### src/rtl/core/qte_pkg.sv
// Shared types and constants for the quaternion to Euler angle converter.
package qte_pkg;

    // CORDIC iteration count, capped at 32
    localparam int CORDIC_STEPS = 16;
    localparam int CORDIC_ITERS = (CORDIC_STEPS > 32) ? 32 : CORDIC_STEPS;

    // Datapath widths: CORDIC vector, CORDIC angle (Q.30 radians)
    localparam int CW = 36;
    localparam int ZW = 34;

    // Square root iterations, one result bit per stage
    localparam int SQRT_STEPS = 32;

    // CORDIC lanes
    localparam int LANE_Y = 0;
    localparam int LANE_X = 1;
    localparam int LANE_Z = 2;
    localparam int LANES  = 3;

    // Quarter turn in Q3.12
    localparam logic signed [15:0] HALF_PI_Q12 = 16'sd6434;

    typedef enum logic [1:0] {
        CASE_GENERAL = 2'd0,
        CASE_NORTH   = 2'd1,
        CASE_SOUTH   = 2'd2,
        CASE_ZERO    = 2'd3
    } t_pole_case;

    // One atan2 argument pair
    typedef struct packed {
        logic signed [CW-1:0] y;
        logic signed [CW-1:0] x;
    } t_vec;

    // Item moving through the square root pipeline
    typedef struct packed {
        t_pole_case  pcase;
        t_vec        arg_y;
        t_vec        arg_x;
        logic        neg;
        logic [31:0] ta;
        logic [63:0] rem;
        logic [63:0] root;
    } t_sq_item;

    // Item entering the CORDIC pipeline
    typedef struct packed {
        t_pole_case             pcase;
        t_vec [LANES-1:0]       arg;
    } t_cordic_in;

    // Item leaving the CORDIC pipeline
    typedef struct packed {
        t_pole_case                  pcase;
        logic [LANES-1:0][ZW-1:0]    ang;
    } t_angles;

endpackage

### src/rtl/core/qte_out.sv
// Result formatting and two-entry output buffer; drives the pipeline enable.
module qte_out (
    input  logic                i_clk,
    input  logic                i_rst_n,
    input  logic                i_valid,
    input  qte_pkg::t_angles    i_item,
    input  logic                i_stall,
    output logic                o_en,
    output logic                o_valid,
    output logic signed [15:0]  o_angle_about_x,
    output logic signed [15:0]  o_angle_about_y,
    output logic signed [15:0]  o_angle_about_z,
    output logic [1:0]          o_pole_case
);

    localparam int AW = qte_pkg::ZW + 2;
    localparam logic signed [AW-1:0] RND     = AW'(32'sd131072);
    localparam logic signed [AW-1:0] Q12_MAX = AW'(32'sd32767);
    localparam logic signed [AW-1:0] Q12_MIN = AW'(-32'sd32768);

    typedef struct packed {
        logic [15:0] ax;
        logic [15:0] ay;
        logic [15:0] az;
        logic [1:0]  pc;
    } t_result;

    t_result     r_ent [2];
    t_result     n_res;
    logic        r_wr, r_rd;
    logic [1:0]  r_count, n_count;
    logic        w_push, w_pop;

    logic signed [qte_pkg::ZW-1:0] w_za, w_zx, w_zz;
    logic signed [AW-1:0]          w_dbl;

    // round Q.30 to Q3.12 and saturate
    function automatic logic [15:0] to_q12(input logic signed [AW-1:0] a);
        logic signed [AW-1:0] s;
        s = (a + RND) >>> 18;
        if (s > Q12_MAX) begin
            return 16'h7fff;
        end else if (s < Q12_MIN) begin
            return 16'h8000;
        end
        return s[15:0];
    endfunction

    assign w_za  = $signed(i_item.ang[qte_pkg::LANE_Y]);
    assign w_zx  = $signed(i_item.ang[qte_pkg::LANE_X]);
    assign w_zz  = $signed(i_item.ang[qte_pkg::LANE_Z]);
    assign w_dbl = AW'(w_za) <<< 1;

    // select angles by case
    always_comb begin
        n_res.pc = i_item.pcase;
        case (i_item.pcase)
            qte_pkg::CASE_NORTH: begin
                n_res.ax = '0;
                n_res.ay = to_q12(w_dbl);
                n_res.az = qte_pkg::HALF_PI_Q12;
            end
            qte_pkg::CASE_SOUTH: begin
                n_res.ax = '0;
                n_res.ay = to_q12(-w_dbl);
                n_res.az = -qte_pkg::HALF_PI_Q12;
            end
            qte_pkg::CASE_ZERO: begin
                n_res.ax = '0;
                n_res.ay = '0;
                n_res.az = '0;
            end
            default: begin
                n_res.ax = to_q12(AW'(w_zx));
                n_res.ay = to_q12(AW'(w_za));
                n_res.az = to_q12(AW'(w_zz));
            end
        endcase
    end

    // buffer control: pipeline runs while a slot is free
    assign o_en   = (r_count != 2'd2);
    assign w_push = i_valid && o_en;
    assign w_pop  = (r_count != 2'd0) && !i_stall;

    always_comb begin
        case ({w_push, w_pop})
            2'b10:   n_count = r_count + 2'd1;
            2'b01:   n_count = r_count - 2'd1;
            default: n_count = r_count;
        endcase
    end

    always_ff @(posedge i_clk) begin
        if (!i_rst_n) begin
            r_count <= '0;
            r_wr    <= 1'b0;
            r_rd    <= 1'b0;
        end else begin
            r_count <= n_count;
            if (w_push) begin
                r_wr <= !r_wr;
            end
            if (w_pop) begin
                r_rd <= !r_rd;
            end
        end
    end

    always_ff @(posedge i_clk) begin
        if (w_push) begin
            r_ent[r_wr] <= n_res;
        end
    end

    assign o_valid         = (r_count != 2'd0);
    assign o_angle_about_x = r_ent[r_rd].ax;
    assign o_angle_about_y = r_ent[r_rd].ay;
    assign o_angle_about_z = r_ent[r_rd].az;
    assign o_pole_case     = r_ent[r_rd].pc;

endmodule

### config.mk
export PLATFORM = sky130hd
export DESIGN_NAME = qte_out
export DESIGN_NICKNAME = d
export VERILOG_FILES = /design/src/rtl/core/qte_pkg.sv /design/src/rtl/core/qte_out.sv
export SDC_FILE = /design/constraint.sdc
export NUM_CORES = 1
export LEC_CHECK = 0
export BUFFER_PORTS_ARGS = -buffer_cell sky130_fd_sc_hd__buf_4
export CELL_PAD_IN_SITES_DETAIL_PLACEMENT = 0
export CELL_PAD_IN_SITES_GLOBAL_PLACEMENT = 1
export CORE_UTILIZATION = 42
export DETAILED_ROUTE_END_ITERATION = 10
export GPL_TIMING_DRIVEN = 0
export PLACE_DENSITY = 0.81
export RECOVER_POWER = 25
export REMOVE_ABC_BUFFERS = 1
export SLEW_MARGIN = 20
export SYNTH_ARGS = -nofsm -noshare
export SYNTH_HDL_FRONTEND = slang
export SYNTH_SLANG_ARGS = --single-unit
### constraint.sdc
create_clock -name i_clk -period 4.3 [get_ports i_clk]
set_clock_uncertainty 0.1 [all_clocks]
set_input_delay 0.645 -clock i_clk [delete_from_list [all_inputs] [get_ports i_clk]]
set_output_delay 0.645 -clock i_clk [all_outputs]
set_load 0.01 [all_outputs]
# [Word-level counts from Yosys, hierarchy flattened]
# Memories as Yosys holds them, arrays and structs flattened. A register that Yosys moved wholly into a read port is not among the register bits.
# Cells that the tools add are included.
[classes] n_eq_ne=6 div_mod_pow=0 muxes=36 n_addsub=8 reduce_logical=8 magnitude_cmp=10 n_shift=0 multipliers=0 bitwise=0
[ops] operator="two-way mux 16 bit" count=15
[ops] operator="one-hot mux 48 bit (3 select lines)" count=1
[ops] operator="adder 34 x 19 -> 35 bit, second input constant" count=3
[ops] operator="greater-than comparator 17 x 16 -> 1 bit, second input constant" count=3
[ops] operator="less-than comparator 17 x 16 -> 1 bit, second input constant" count=3
[ops] operator="adder 35 x 19 -> 36 bit, second input constant" count=1
[ops] operator="adder 36 x 19 -> 36 bit, second input constant" count=1
[ops] operator="greater-than comparator 18 x 16 -> 1 bit, second input constant" count=2
[ops] operator="less-than comparator 18 x 16 -> 1 bit, second input constant" count=2
[ops] operator="negation 35 -> 36 bit" count=1
[ops] operator="two-way mux 1 bit" count=19
[ops] operator="== test 2 bit, second input constant" count=3
[ops] operator="== test 2 x 1 -> 1 bit, second input constant" count=2
[ops] operator="one-hot mux 2 bit (2 select lines)" count=1
[ops] operator="nonzero test 2 bit" count=2
[ops] operator="logical NOT 1 bit" count=3
[ops] operator="OR reduction 3 bit" count=1
[ops] operator="adder 2 x 1 -> 2 bit, second input constant" count=1
[ops] operator="logical AND 1 bit" count=2
[ops] operator="!= test 2 bit, second input constant" count=1
[ops] operator="subtractor 2 x 1 -> 2 bit, second input constant" count=1
[totals] romBits=0 n_memories=1 ram_bits=100 output_inout_bits=52 latchBits=0 register_bits=4
[memory_table] memory="r_ent" depth=2 width=50 read_ports=1 rd_ports_with_merged_regs=1 wr=1 line="qte_out.sv:28" rtl="t_result r_ent [2];"

# [Depth between registers and ports, before layout]
# Gate-level depths: netlist of run 1.
[logic_depth] depth_word=8 ltp_mapped=11 depth_no_buf=8

# [Worst setup path before layout of run 1]
# OpenSTA, ideal clock, no wires.
[synth_path] path_kind="input to register" startpoint="input i_valid" endpoint="memory r_ent[0][0] in the netlist's numbering, enable pin" arrival_ns=2.848 setup_ns=0.459 stages=2 path_buffers=0 slack_ns=0.893 path_cell_list="nand2_1 nor2_1"
[synth_via] elab_chain_len=3
[synth_rtl] item="from (decl)" line="qte_out.sv:5" rtl="input logic i_valid,"
[synth_rtl] item="logical AND 1 bit" line="qte_out.sv:83" rtl="assign w_push = i_valid && o_en;"
[synth_rtl] item="two-way mux 1 bit" line="qte_out.sv:111" rtl="if (w_push) begin"
[synth_rtl] item="two-way mux 1 bit (not written as such)" line="qte_out.sv:112" rtl="r_ent[r_wr] <= n_res;"
[synth_rtl] item="to (decl)" line="qte_out.sv:28"
# No other way between the ends.

==> results of run 1 <==
-- registers in the layout (all words and copies together), names as in the netlist, named ones only --
register / cells
r_count: 2
r_rd: 1
r_ent: 100
r_wr: 1
-- cells by family after synthesis --
group,after synthesis
compound gates,134
xor+xnor,62
fa+ha+maj,11
buf+inv,48
flops,105
mux,51
simple gates,196
-- power by group through the flow --
stage                     registers (mW)  clock network [mW]  logic [mW]
after floorplan                     1.42                   0       0.569
after global placement              1.46                   0        1.03
after detailed placement            1.46                   0        1.07
after CTS                           1.43               0.862        1.08
after global routing                1.45               0.903        1.14
final                               1.43               0.843        1.06
-- worst max-delay path, delay by kind of cell --
kind                       cells  cell delay (ns)
buffers and inverters          1             0.16
and+or+nand+nor                3             0.95
AOI/OAI and AO/OA              4             1.28
adders and majority gates      1             0.29
-- final timing paths --
kind	end	cells after the start	startpoint
worst min register to register	r_count[1]	2	r_count[1]
worst max-delay path	r_ent[1][30]	9	i_item[16]
worst min-delay path	r_count[1]	2	r_count[1]
worst max register to register	r_ent[0][18]	5	r_count[0]
-- metrics by stage --
step	cells	total power [mW]	utilization
final	903	3.33	0.521
after global routing	903	3.49	0.521
after CTS	903	3.38	0.522
after detailed placement	888	2.53	0.502
after global placement	885	2.49	0.497
after floorplan	572	1.99	-
-- cells in the final DEF (no fill, tap or decap), types with 3 or more instances in the layout --
cell       count
clkbuf_1       6
nor3_1         8
a21oi_2        3
edfxtp_1     100
o31ai_1        3
buf_4        122
or3_1          8
o311ai_0       3
a21oi_1       45
or4_1          3
nand3_1       34
and2_1         7
clkbuf_16      9
o211ai_1       5
and4_1         8
nor2_1        31
a31oi_1        7
nand4_1       18
a32oi_1        4
o21ai_0       19
and3_1         7
xnor2_1       35
nor4_1         8
mux2_2        50
xor2_1        27
o21a_1        16
dfxtp_1        4
nand2_1       46
and2_0         3
ha_1          11
inv_1         13
or2_2          3
o31a_1         4
-- final cells by class --
class | instances | area, µm²
tap | 188 | 235
clock buffer | 11 | 233
inverter | 13 | 48.8
clock inverter | 4 | 68.8
timing repair buffer | 128 | 986
sequential | 105 | 3110
fill | 1334 | 7260
multi-input combinational | 454 | 3210
-- per-layer routing --
layer,vias up,part of all wire,global-route usage
li1,2499,-,-
met1,2565,0.45,0.270
met2,175,0.49,0.356
met3,23,0.048,0.0346
met4,0,0.013,0.0652
met5,-,0,0
==> out/qor.yml, run 1 <==
leakagePower_nw: 2.82
syn2layout_area_growth_pct: 21.0
dp_hpwl_mm: 11.9
rrSetupSlack_ns: 1.18
critPathMaxStageDelay_ns: 0.64
ys_ff_latch: 105
ys_seq_area_frac: 0.476
syn_area_per_cell_um2: 10.7
wl_per_cell_um: 18.2
startpoint_type: "primary input"
async_flop_share: 0
p_clk_frac: 0.253
grtUsageTotal: 0.208
synth_compound_gate_area_share: 0.138
synth_xor_xnor_area_share: 0.0833
violations: "capacitance limit, slew limit"
cts_buffers: 9
die_h_um: 127
clockBufferDepth: 2
final_hold_viol_count: 0
synthTopCellsByCount: "100 x edfxtp_1, 50 x mux2_2, 47 x a21oi_1"
grt_overflow: 0
synth_mux_area_frac: 0.0879
via_per_inst: 5.83
maxCapViolations: 2
synthTopCellsByArea: "edfxtp_1 46%, mux2_2 8.6%, xnor2_1 4.7%"
synth-simple-area-share: 0.160
placementRows: 45
synth_warnings: 0
io_buffers: 125
p_int_mw: 2.39
dr.first_iter.drc_count: 352
drtPass1Iterations: 5
synth_top_area_share: 0.461
setup-violations-final: 0
drive_gt1_frac: 0.284
p_sw_frac: 0.284
synthDistinctLibCells: 64
netlist_area_um2: 6520
end_kind: "register"
cp.arrival_ns: 3.33
diodes: 0
place_ws_ns: 0.442
cp_max_fo: 14
hold_buffers: 0
coreArea_um2: 15100
insertion_delay_ns: 0.34
slew_headroom: -0.639
die_w_um: 127
gp_congestion: 0.889
power.switching_mw: 0.945
pwr-share-comb: 0.317
seq_power_share: 0.430
num_vias: 5262
synthAdderAreaFrac: 0.0211
slowest_stage: "nor3_1"
rsz0062_at_grt: "no"
synth.most_common_cell: "edfxtp_1"
final.period_utilization: 0.755
initial_utilization: 0.430
fin_setup_tns_ns: 0
criticalPathCategory: "primary input to register"
status: "finished with violations"
drt-total-wl_mm: 16.4
final_area_um2: 7890
drc: 0
p_per_area_nw_per_um2: 422
antenna_found_initial: 0
worstPathRequired_ns: 4.39
worst-slew-pin-transition_ns: 2.46
htreeDepth: 3
fin_ws_ns: 1.05
die_area_um2: 16000
holdWs_ns: 0.434
ios: 160
grt_max_degree: 51
synth_edf_count: 100
clk_pin_slew_ns: 0.07
cts.sinks: 105
nets: 830
grt_pass1_wl_mm: 26.3
cts_resized: 0
final_antenna_net_count: 0
worstHoldPathType: "register to register"
ir_drop_mv: 0.303
period_needed_ns: 3.25
cp_cell_sequence: "buf_4, ha_1, nand3_1, nor3_1, a31oi_1, a21oi_2, nor2_1, a221oi_1, a31o_1"
synth_top_family_by_area: "simple AND/OR/NAND/NOR gates"
first_global_vias: 5222
post_cts_buffers: 0
dpl_cell_area_um2: 7610
cts-root-buf: "clkbuf_16"
cts_tree: "yes"
fmax_mhz: 308
drv_slew: 75
ys_dominant_reg_cell: "edfxtp_1"
synth_top_area_cell: "edfxtp_1"
syn_inst: 607
Power figures use the tool's default switching activity.
==> run 2, diff against run 1 <==
--- a/config.mk
+++ b/config.mk
@@ -8,10 +8,10 @@
 export BUFFER_PORTS_ARGS = -buffer_cell sky130_fd_sc_hd__buf_4
 export CELL_PAD_IN_SITES_DETAIL_PLACEMENT = 0
 export CELL_PAD_IN_SITES_GLOBAL_PLACEMENT = 1
-export CORE_UTILIZATION = 42
+export CORE_UTILIZATION = 38
 export DETAILED_ROUTE_END_ITERATION = 10
 export GPL_TIMING_DRIVEN = 0
-export PLACE_DENSITY = 0.81
+export PLACE_DENSITY = 0.77
 export RECOVER_POWER = 25
 export REMOVE_ABC_BUFFERS = 1
 export SLEW_MARGIN = 20
==> constraint.sdc (replaced) <==
create_clock -name i_clk -period 2.95 [get_ports i_clk]
set_clock_uncertainty 0.1 [all_clocks]
set_input_delay 0.4425 -clock i_clk [delete_from_list [all_inputs] [get_ports i_clk]]
set_output_delay 0.4425 -clock i_clk [all_outputs]
set_load 0.01 [all_outputs]
==> out/qor.yml, run 2 (same netlist as run 1, synthesis figures left out) <==
status: "finished, final reports clean"
worstPathRequired_ns: 2.94  # -1.45 ns
clk_pin_slew_ns: 0.07  # about the same
drive_gt1_frac: 0.293  # +0.00938
cp-endpoint: "r_ent[0][30]"
cp_top_family: "compound AO/OA/AOI/OAI gates"
largest_reg_flops: 100  # unchanged
criticalPathCategory: "primary input to register"
final.period_utilization: 0.965
antenna_found_initial: 0  # unchanged
cts_buffers: 9  # unchanged
syn2layout_area_growth_pct: 22.3
gp_congestion: 0.871  # -2.1%
first_global_vias: 5108  # -2.2%
nets: 830  # unchanged
coreArea_um2: 16600  # +9.9%
startpoint_type: "primary input"
placementRows: 47  # +4.4%
dpl_cell_area_um2: 7650  # +0.53%
slew_headroom: 0.114  # +0.752
top_regs: "r_ent (100), r_count (2)"
dp_hpwl_mm: 12.1  # +1.6%
final_cell_mix: "122 x buf_4, 100 x edfxtp_1, 50 x mux2_2"
critPathMaxStageDelay_ns: 0.43  # -0.21 ns
cts_tree: "yes"
drc: 0  # unchanged
cp.arrival_ns: 2.84  # -0.49 ns
slowest_stage: "or3_1"
fin_ws_ns: 0.105  # -0.950 ns
r2r-start: "r_count[0]"
diodes: 0  # unchanged
period_needed_ns: 2.85
rrSetupSlack_ns: 0.59  # -0.59 ns
worstHoldPathType: "primary input to register"
holdWs_ns: 0.238  # -0.196 ns
drt-total-wl_mm: 16.6  # +1.4%
largest-register: "r_ent"
final_cells: 936  # +3.7%
insertion_delay_ns: 0.34  # about the same
hp-start: "i_rst_n"
grt_max_degree: 51  # unchanged
cp_max_fo: 9  # -5
fmax_mhz: 351
ios: 160  # unchanged
io_buffers: 125  # unchanged
grtUsageTotal: 0.190  # -0.0182
ir_drop_mv: 0.520  # +72%
worst-slew-pin-transition_ns: 1.32  # -1.13 ns
drv_slew: 0  # -100%
rr_worst_depth: 4  # -1
cts-root-buf: "clkbuf_16"
htreeDepth: 3  # unchanged
dr.first_iter.drc_count: 385  # +9.4%
drtPass1Iterations: 5  # unchanged
final_hold_viol_count: 0  # unchanged
place_ws_ns: -0.692  # -1.13 ns
die_w_um: 133  # +5.0%
cts.sinks: 105  # unchanged
leakagePower_nw: 2.83  # +0.29%
die_area_um2: 17700  # +10%
timing.rr.end: "r_ent[0][17]"
final_area_um2: 7970  # +1.0%
via_per_inst: 5.55  # -4.7%
initial_utilization: 0.392  # -0.0387
rsz0062_at_grt: "no"
wl_per_cell_um: 17.8  # -2.2%
final_common_cell: "buf_4"
cp_num_buf_inv: 1  # unchanged
startpoint: "i_item[16]"
hold_buffers: 0  # unchanged
p_per_area_nw_per_um2: 617  # +46%
maxCapViolations: 0  # -2
end_kind: "register"
die_h_um: 133  # +5.0%
placed_cells: 920  # +3.6%
cp_cell_sequence: "buf_4, ha_1, nand3_1, or3_1, o21a_1, or3_1, a21oi_1, a221oi_1, a31o_1"
clockBufferDepth: 2  # unchanged
cp_common_cell: "or3_1"
num_vias: 5198  # -1.2%
grt_pass1_wl_mm: 26.5  # +0.58%
post_cts_buffers: 0  # unchanged
setup-violations-final: 0  # unchanged
grt_overflow: 0  # unchanged
worst-path-stages: 9  # unchanged
fin_setup_tns_ns: 0  # unchanged
final_antenna_net_count: 0  # unchanged
-- run 2: metal layers --
layer / vias up / share of wire / GRT usage
li1: 2506 / - / -
met1: 2485 / 0.45 / 0.259
met2: 186 / 0.48 / 0.313
met3: 21 / 0.057 / 0.0264
met4: 0 / 0.012 / 0.0581
met5: - / 0 / 0
-- run 2: worst min path at each step --
stage / endpoint / slack (ns) / cells past startpoint
2_1_floorplan: r_count[1] / 0.37 / 2
3_3_place_gp: r_count[1] / 0.38 / 2
3_5_place_dp: r_count[1] / 0.43 / 2
4_1_cts: r_ent[0][0] / 0.20 / 1
5_1_grt: register / 0.24 / 2
6_report: register / 0.24 / 2
-- run 2: worst reg2reg max path, stage by stage, from the launching register on --
cell and delay [ns]:
dfxtp_1 0.39, nand2b_1 0.18, nand2_1 0.11, nor2_1 1.00, buf_16 0.26
-- run 2: power by group --
group / switching (mW) / internal [mW] / total [mW]
clock: 0.528 / 0.751 / 1.28
sequential: 0.165 / 1.92 / 2.08
combinational: 0.732 / 0.819 / 1.55
-- run 2: area by class of cell --
| type | instances | area [µm²] |
|---|---|---|
| timing repair buffer | 128 | 986 |
| inverter | 13 | 48.8 |
| sequential | 105 | 3110 |
| fill | 1571 | 8670 |
| clock buffer | 9 | 225 |
| multi-input combinational | 454 | 3230 |
| clock inverter | 7 | 101 |
| tap | 220 | 275 |
-- run 2: what timing repair did --
action	4_1_cts	5_1_grt
pin swaps	0	0
setup endpoints to repair	26	6
gates resized for setup	2	2
-- run 2: per-stage QoR --
step | power [mW] | util
2_1_floorplan | 2.90 | -
3_3_place_gp | 3.64 | 0.454
3_5_place_dp | 3.70 | 0.459
4_1_cts | 4.98 | 0.480
5_1_grt | 5.13 | 0.479
6_report | 4.91 | 0.479
